<file path="src/hdl/sdfr_pkg.sv">
// ----------------------------------------------------------------------------
// sdfr_pkg: shared types and constants of the depthwise FIR bank
// Request codes, the control word that travels from the front queue to the
// execution pipeline, and the fixed formats of weights and samples.
// ----------------------------------------------------------------------------
package sdfr_pkg;

  // Default configuration of the bank
  localparam int CHANNELS_DEF    = 512;
  localparam int TAPS_DEF        = 11;
  localparam int SAMPLE_BITS_DEF = 16;

  // Fixed formats: weights are Q2.13, products carry 13 extra fraction bits
  localparam int WEIGHT_BITS = 16;
  localparam int FRAC_SHIFT  = 13;

  // Field widths of an input item
  localparam int CH_W  = 9;
  localparam int TAP_W = 4;

  // Front queue depth and adder-tree group size of the back pipeline
  localparam int QUEUE_DEPTH = 4;
  localparam int GROUP_SIZE  = 8;

  typedef enum logic {
    REQ_LOAD   = 1'b0,
    REQ_SAMPLE = 1'b1
  } req_t;

  // Classified item handed from the front to the back
  typedef struct packed {
    req_t              req;
    logic [CH_W-1:0]   channel;
    logic [TAP_W-1:0]  tap;
  } item_ctl_t;

endpackage

</file>
<file path="src/hdl/sdfr_front.sv">
// ----------------------------------------------------------------------------
// sdfr_front: input classification and item queue
// Accepts items, drops those with an out-of-range channel or, for loads, an
// out-of-range tap, and queues the rest for the execution pipeline.
// ----------------------------------------------------------------------------
module sdfr_front import sdfr_pkg::*; #(
  parameter int CHANNELS    = CHANNELS_DEF,
  parameter int TAPS        = TAPS_DEF,
  parameter int SAMPLE_BITS = SAMPLE_BITS_DEF,
  localparam int DATA_W = (SAMPLE_BITS > WEIGHT_BITS) ? SAMPLE_BITS : WEIGHT_BITS
) (
  input  logic                          clk,
  input  logic                          rst_n,
  input  logic                          in_valid,
  output logic                          in_ready,
  input  logic                          in_req_type,
  input  logic [CH_W-1:0]               in_chan,
  input  logic [TAP_W-1:0]              in_tap,
  input  logic signed [SAMPLE_BITS-1:0] in_sample_value,
  input  logic signed [WEIGHT_BITS-1:0] in_weight_value,
  input  logic                          clearing,
  output logic                          q_valid,
  input  logic                          q_pop,
  output item_ctl_t                     q_ctl,
  output logic [DATA_W-1:0]             q_data
);

  localparam int PTR_W = (QUEUE_DEPTH > 1) ? $clog2(QUEUE_DEPTH) : 1;
  localparam int CNT_W = $clog2(QUEUE_DEPTH + 1);

  item_ctl_t         ctl_mem_r  [QUEUE_DEPTH];
  logic [DATA_W-1:0] data_mem_r [QUEUE_DEPTH];
  logic [PTR_W-1:0]  wr_ptr_r, wr_ptr_nxt;
  logic [PTR_W-1:0]  rd_ptr_r, rd_ptr_nxt;
  logic [CNT_W-1:0]  cnt_r, cnt_nxt;

  req_t              req;
  logic              keep;
  logic              push;
  logic              pop;
  item_ctl_t         push_ctl;
  logic [DATA_W-1:0] push_data;

  // Classify the incoming item
  always_comb begin
    req       = req_t'(in_req_type);
    keep      = (32'(in_chan) < CHANNELS) &&
                ((req == REQ_SAMPLE) || (32'(in_tap) < TAPS));
    in_ready  = (cnt_r != CNT_W'(QUEUE_DEPTH)) && !clearing;
    push      = in_valid && in_ready && keep;
    pop       = q_pop && (cnt_r != '0);
    push_ctl  = '{req: req, channel: in_chan, tap: in_tap};
    if (req == REQ_LOAD) begin
      push_data = DATA_W'($unsigned(in_weight_value));
    end else begin
      push_data = DATA_W'($unsigned(in_sample_value));
    end
  end

  // Advance pointers and fill count
  always_comb begin
    wr_ptr_nxt = wr_ptr_r;
    rd_ptr_nxt = rd_ptr_r;
    cnt_nxt    = cnt_r;
    if (push) begin
      wr_ptr_nxt = (wr_ptr_r == PTR_W'(QUEUE_DEPTH - 1)) ? '0 : wr_ptr_r + 1'b1;
    end
    if (pop) begin
      rd_ptr_nxt = (rd_ptr_r == PTR_W'(QUEUE_DEPTH - 1)) ? '0 : rd_ptr_r + 1'b1;
    end
    if (push && !pop) begin
      cnt_nxt = cnt_r + 1'b1;
    end else if (pop && !push) begin
      cnt_nxt = cnt_r - 1'b1;
    end
  end

  always_ff @(posedge clk) begin
    if (!rst_n) begin
      wr_ptr_r <= '0;
      rd_ptr_r <= '0;
      cnt_r    <= '0;
    end else begin
      wr_ptr_r <= wr_ptr_nxt;
      rd_ptr_r <= rd_ptr_nxt;
      cnt_r    <= cnt_nxt;
    end
  end

  // Store the item payload
  always_ff @(posedge clk) begin
    if (push) begin
      ctl_mem_r[wr_ptr_r]  <= push_ctl;
      data_mem_r[wr_ptr_r] <= push_data;
    end
  end

  assign q_valid = (cnt_r != '0);
  assign q_ctl   = ctl_mem_r[rd_ptr_r];
  assign q_data  = data_mem_r[rd_ptr_r];

endmodule

</file>
<file path="config.mk">
export PLATFORM = sky130hd
export DESIGN_NAME = sdfr_front
export DESIGN_NICKNAME = d
export VERILOG_FILES = /design/src/hdl/sdfr_pkg.sv /design/src/hdl/sdfr_front.sv
export SDC_FILE = /design/constraint.sdc
export NUM_CORES = 1
export LEC_CHECK = 0
export ABC_AREA = 1
export BUFFER_PORTS_ARGS = -buffer_cell sky130_fd_sc_hd__buf_2
export CORE_AREA = 4 4 127 129
export DETAILED_ROUTE_END_ITERATION = 8
export DIE_AREA = 0 0 131 133
export SYNTH_ARGS = -nofsm -noshare
export SYNTH_HDL_FRONTEND = slang
export SYNTH_SLANG_ARGS = --single-unit
</file>
<file path="constraint.sdc">
create_clock -name clk -period 6.8 [get_ports clk]
set_input_delay 1.02 -clock clk [delete_from_list [all_inputs] [get_ports clk]]
set_output_delay 1.02 -clock clk [all_outputs]
set_load 0.005 [all_outputs]
</file>
; ---- After elaboration in Yosys (flattened, before gate mapping)
; Memories as Yosys holds them, arrays and structs flattened. A register that Yosys moved wholly into a read port is not among the register bits.
; Index checks and enable logic that the tools add are counted.
; Widths: inputs -> output; s select.
[word_totals]
regBits = 7
mem_bits_rw = 120
in_bits = 51
output_inout_bits = 32
elab_cells = 36
mem_count = 2
[classes]
n_addsub = 4
order_cmp = 1
eq_ne = 3
muxes = 11
reduce_logical = 12
[memory_table]
columns = memory, words, word_bits, read_ports, rd_clocked_by_memory_dff, write_ports, line_no
row1 = data_mem_r, 4, 16, 1, 1, 1, sdfr_front.sv:32  ; logic [DATA_W-1:0] data_mem_r [QUEUE_DEPTH];
row2 = ctl_mem_r, 4, 14, 1, 1, 1, sdfr_front.sv:31  ; item_ctl_t ctl_mem_r [QUEUE_DEPTH];
[op_table]
columns = operator, n
row1 = $mux 16, 1
row2 = $mux 2, 6
row3 = $logic_and 1x1->1, 6
row4 = $mux 3, 2
row5 = $add 2x1->2 const B, 2
row6 = $eq 2x2->1 const B, 2
row7 = $lt 4x4->1 const B, 1
row8 = $add 3x1->3 const B, 1
row9 = $logic_not 1->1, 3
row10 = $ne 3x3->1 const B, 1
row11 = $reduce_bool 3->1, 1
row12 = $sub 3x1->3 const B, 1
row13 = $mux 1, 2
row14 = $reduce_bool 2->1, 1
row15 = $logic_or 1x1->1, 1

; ---- Depth between registers and ports, before layout
; Gate-level depths: netlist of run 1.
[depth]
depth_word = 8
mapped_depth = 13

; ---- Least setup slack after synthesis of run 1
; OpenSTA, ideal clock, no wires.
[synth_timing]
path_kind = input port to flip-flop
startpoint = input in_req_type
endpoint = memory ctl_mem_r[0][0] in the netlist's numbering, enable pin
setup_time_ns = 0.417
arrival_ns = 2.754
setup_slack_ns = 3.629
stages = 7
n_path_buf = 1
cell_sequence = buf_6 -> inv_8 -> nand2_4 -> a21oi_4 -> nor2_4 -> inv_2 -> nor2_1
[synth_between]
elab_chain_cells = 4
[synth_rtl]
columns = item, line_no
row1 = start: declaration, sdfr_front.sv:16  ; input logic in_req_type,
row2 = $logic_or 1x1->1, sdfr_front.sv:48  ; ((req == REQ_SAMPLE) || (32'(in_tap) < TAPS));
row3 = $logic_and 1x1->1, sdfr_front.sv:50  ; push = in_valid && in_ready && keep;
row4 = via push, sdfr_front.sv:39  ; logic push;
row5 = $mux 1, sdfr_front.sv:92  ; if (push) begin
row6 = $mux 1 (implied by the code), sdfr_front.sv:93  ; ctl_mem_r[wr_ptr_r] <= push_ctl;
row7 = end: declaration, sdfr_front.sv:31
; The timed path passes the listed nets, and every way through them passes these cells.

==> results.yml, run 1 <==
status:
  status: "finished, final reports clean"
clock_tree:
  htree_levels: 4
  cts_buffer_depth: 2
  cts_tree: "yes"
  path_clk_slew_ns: 0.06
  cts_setup_buffers: 0
  cts_sinks: 129
  root_buffer: "clkbuf_16"
  postCtsHoldBufs: 0
  cts_made_buffers: 17
  clock_latency_ns: 0.41
  postCtsResizedCells: 0
timing:
  fin_worst_skew_ns: 0.0122
  hold_viol_final: 0
  rsz0062_at_grt: "false"
  timing.final.crit_share_pct: 57.3
  drv_slew: 0
  setup_tns_ns: 0
  max_clock_freq_ghz: 0.257
  tightest_slew_ns: 1.08
  fin_crit_ns: 3.89
  slew_headroom_pct: 28.0
  setup_viol: 0
synthesis:
  synth_adder_area_share_pct: 1.85
  synthSimpleGateAreaFrac_pct: 10.5
  synthCells: 414
  ys_types: 24
  yosysSeqAreaShare_pct: 73.4
  synth_compound_gate_area_share_pct: 10.7
  synthMuxAreaShare_pct: 0
  ys_seq_elements: 129
  avgSynthCellArea_um2: 12.4
  synth_top_family_by_area: "compound AO/OA/AOI/OAI gates"
  synth_nets: 472
  synth_xor_area_share_pct: 0
  yosys_warnings: 0
  synth_area_um2: 5150
global_routing:
  grt_use_total_pct: 13.0
  grt_pass1_vias: 3290
  grt_pass1_wl_um: 16900
  grt_max_degree: 62
  antenna_found_initial: 0
  grt_overflow: 0
setup_path:
  cp-start-kind: "flip-flop"
  cp_max_fo: 61
  r2r_cells: 6
  cp.arrival_ns: 2.87
  r2r_end: "ctl_mem_r[3][13]"
  cp-end-kind: "output pin"
  cp.required_ns: 5.78
  worstSetupPathType: "reg -> out"
  timing.rr.start: "cnt_r[0]"
  r2r_slack_ns: 4.57
placed_design:
  port_buffers: 82
  hpwlAfterDp_um: 6600
  gp_congestion: 0.726
pwr:
  finalPower_mw: 2.41
  p_per_area_nw_per_um2: 382
  leakage_nw: 2.35
  ir_drop_mv: 0.194
floorplan:
  die_width_um: 131
  die_y_um: 133
  start_util_pct: 34.3
  floorplan.die_area_um2: 17400
  ios: 83
  row_count: 45
  core_area_um2: 15000
route:
  dr.pass1.iters: 4
  via_per_inst: 4.79
  drc: 0
  routed-via-count: 3326
  drt_iter0_drc: 284
  wl_um: 11100
  antenna_left: 0
  wl_per_cell_um: 16.0
min_path:
  min_to: "cnt_r[0]"
  hp-class: "reg -> reg"
  hold_start: "cnt_r[0]"
  min_path_cells: 1
layout:
  diodes: 0
  final_cell_mix: "edfxtp_1 (120), buf_2 (82), nor2_1 (72)"
  fill_cells: 1390
  drive_gt1_share_pct: 24.5
  syn_to_final_growth_pct: 22.6
  nets: 551
  multi_input_area_um2: 1220
  mostFrequentLayoutCell: "edfxtp_1"
  regArea_um2: 3780
job:
  drv_cap: 0
## kinds of logic (layout without fill, tap and decap cells)
logic type / Yosys count / after routing
AOI/OAI and AO/OA: 100 / 100
adders and majority gates: 7 / 7
buffers and inverters: 40 / 132
DFF: 129 / 129
and+or+nand+nor: 138 / 138
## how the worst max path moves through the flow
stage / start / endpoint / slack (ns) / depth (start not counted)
after floorplan: in_req_type / ctl_mem_r[0][0] / 3.63 / 7
after global placement: flip-flop / q_data[2] / 3.38 / 4
after detailed placement: flip-flop / q_data[11] / 3.32 / 4
after CTS: flip-flop / q_data[11] / 2.87 / 4
after global routing: flip-flop / q_data[6] / 2.62 / 4
final: flip-flop / q_data[10] / 2.91 / 4
## power by group
group	internal, mW	switching (mW)	total [mW]
registers	0.925	0.0755	1.00
clock network	0.574	0.327	0.901
logic	0.200	0.309	0.509
total	1.70	0.712	2.41
## layout make-up
type,instances,share of cell area [%]
clock buffer,18,6.79
multi-input combinational,245,19.3
clock inverter,14,2.63
inverter,18,1.19
sequential,129,59.9
tap,188,3.72
timing repair buffer,82,6.50
## stage by stage
stage / std cells / setup WS, ns / hold WS (ns) / utilization [%] / area [um2]
floorplan: 414 / 3.63 / 0.466 / - / 5150
global placement: 662 / 3.38 / 0.481 / 38.1 / 5720
detailed placement: 662 / 3.32 / 0.490 / 38.1 / 5720
CTS: 694 / 2.87 / 0.503 / 42.0 / 6320
global route: 694 / 2.62 / 0.533 / 42.0 / 6320
finish: 694 / 2.91 / 0.497 / 42.0 / 6320
## critical path, cell delays in order (launching register included)
cell	delay, ns
dfxtp_2	1.04
inv_2	0.68
o21ai_0	0.40
o22ai_1	0.14
buf_2	0.16
## per-layer routing
metal,up-vias,track usage [%],wire length [um]
met5,-,0,0
met4,0,5.54,206
met3,18,4.16,768
met2,123,20.7,5200
met1,1552,16.1,4910
li1,1633,-,-
## synth_stat cells, drive strengths merged
master	n	area, um2
inv	18	75.1
o22ai	30	188
ha	6	75.1
buf	13	71.3
nand3	2	10.0
nand2	58	228
edfxtp	120	3600
nor2	77	297
a21oi	4	31.3
o21ai	65	325
o21bai	1	7.51
clkbuf	9	37.5
dfxtp	9	180
fa	1	20.0
nor3	1	5.00
## sequential cells by signal (all words and copies together), names as in the netlist, named ones only
| register | flops |
|---|---|
| rd_ptr_r | 2 |
| cnt_r | 3 |
| wr_ptr_r | 2 |
| data_mem_r | 64 |
| ctl_mem_r | 56 |
Power figures use the tool's default switching activity.
==> run 2, diff against run 1 <==
==> constraint.sdc (replaced) <==
create_clock -name clk -period 3.9 [get_ports clk]
set_input_delay 0.585 -clock clk [delete_from_list [all_inputs] [get_ports clk]]
set_output_delay 0.585 -clock clk [all_outputs]
set_load 0.005 [all_outputs]
==> results.yml, run 2 (same netlist as run 1, synthesis figures left out) <==
status:
  status: "finished, final reports clean"
timing:
  drv_slew: 0
  rsz0062_at_grt: "false"
  hold_viol_final: 0
  fin_ws_ns: 0.977
  slew_headroom_pct: 33.3
  max_clock_freq_ghz: 0.342
  fin_worst_skew_ns: 0.0111
  timing.final.crit_share_pct: 75.0
  tightest_slew_ns: 0.998
  setup_viol: 0
  setup_tns_ns: 0
  fin_crit_ns: 2.92
layout:
  top_register: "data_mem_r"
  nets: 553
  mostFrequentLayoutCell: "edfxtp_1"
  top_regs: "data_mem_r (64), ctl_mem_r (56), cnt_r (3)"
  drive_gt1_share_pct: 23.1
  diodes: 0
  final_cell_count_no_fill: 695
  largest_reg_flops: 64
  final_cell_mix: "edfxtp_1 (120), buf_2 (82), nor2_1 (72)"
  syn_to_final_growth_pct: 21.7
pwr:
  finalPower_mw: 4.06
  power.internal_mw: 2.89
  pwr-share-comb_pct: 24.3
  p_per_area_nw_per_um2: 647
  p_clk_share_pct: 35.0
  leakage_nw: 2.33
  ir_drop_mv: 0.377
  p_sw_mw: 1.17
  p_seq_share_pct: 40.7
  swShare_pct: 28.9
setup_path:
  timing.rr.start: "cnt_r[0]"
  cp-start-kind: "flip-flop"
  cp.required_ns: 3.31
  cp_max_fo: 31
  worstSetupPathType: "reg -> out"
  r2r_cells: 6
  r2r_slack_ns: 1.68
  cp.arrival_ns: 2.34
  cp-end-kind: "output pin"
route:
  antenna_left: 0
  wl_per_cell_um: 15.7
  drc: 0
  via_per_inst: 4.74
  wl_um: 10900
  drt_iter0_drc: 235
  routed-via-count: 3291
  dr.pass1.iters: 4
floorplan:
  row_count: 45
  core_area_um2: 15000
  ios: 83
  start_util_pct: 34.3
  die_width_um: 131
  floorplan.die_area_um2: 17400
  die_y_um: 133
clock_tree:
  postCtsHoldBufs: 0
  path_clk_slew_ns: 0.05
  htree_levels: 4
  postCtsResizedCells: 0
  cts_buffer_depth: 2
  cts_made_buffers: 17
  root_buffer: "clkbuf_16"
  cts_sinks: 129
  cts_setup_buffers: 0
  cts_tree: "yes"
  clock_latency_ns: 0.41
placed_design:
  port_buffers: 82
  hpwlAfterDp_um: 6690
  gp_congestion: 0.708
  dp_cells: 664
  dp_slack_ns: 1.11
global_routing:
  grt_pass1_vias: 3358
  antenna_found_initial: 0
  grt_use_total_pct: 13.1
  grt_overflow: 0
  grt_pass1_wl_um: 17300
  grt_max_degree: 61
min_path:
  hp-class: "in -> reg"
  min_path_cells: 1
  hold_start: "in_chan[4]"
job:
  drv_cap: 0
[run 2: cell types whose count changed in the layout (fill, tap and decap cells not counted)]
cell	change
clkinvlp_4	-3
buf_4	+2
clkinv_4	-4
clkinv_2	-1
clkbuf_1	+2
bufinv_16	-1
clkinv_1	+6
[run 2: final timing paths]
kind / endpoint
setup reg to reg: ctl_mem_r[3][3]
hold / removal: ctl_mem_r[2][8]
setup / recovery: q_data[1]
hold reg to reg: cnt_r[0]
[run 2: cell type report]
| cell class | count | area [um2] |
|---|---|---|
| clock buffer | 20 | 437 |
| clock inverter | 11 | 96.3 |
| fill | 1397 | 8760 |
| inverter | 18 | 75.1 |
| multi-input combinational | 245 | 1220 |
| sequential | 129 | 3780 |
| tap | 188 | 235 |
| timing repair buffer | 84 | 425 |
[run 2: per-layer routing]
metal	share of wire [%]	track usage [%]
met1	45	17.4
met2	48	19.9
met3	5.8	3.96
met4	1.3	5.43
met5	0	0
[run 2: power groups by stage]
stage          registers [mW]  logic (mW)  clock network (mW)
6_report                 1.65       0.987                1.42
3_5_place_dp             1.68        1.01                   0
5_1_grt                  1.66        1.14                1.52
4_1_cts                  1.65        1.02                1.45
3_3_place_gp             1.67       0.998                   0
2_1_floorplan            1.67       0.603                   0
[run 2: stage by stage]
step                      hold WS [ns]  util (%)  cell area (um2)
final                            0.399      41.7             6270
after global routing             0.393      41.7             6270
after CTS                        0.382      41.7             6270
after detailed placement         0.491      38.2             5740
after global placement           0.479      38.2             5740
after floorplan                  0.466         -             5150
[run 2: worst max-delay path, stage by stage, from the launching register on]
cell	delay [ns]
dfxtp_1	0.29
buf_4	0.23
inv_1	0.72
o21ai_0	0.21
o22ai_1	0.30
buf_2	0.18
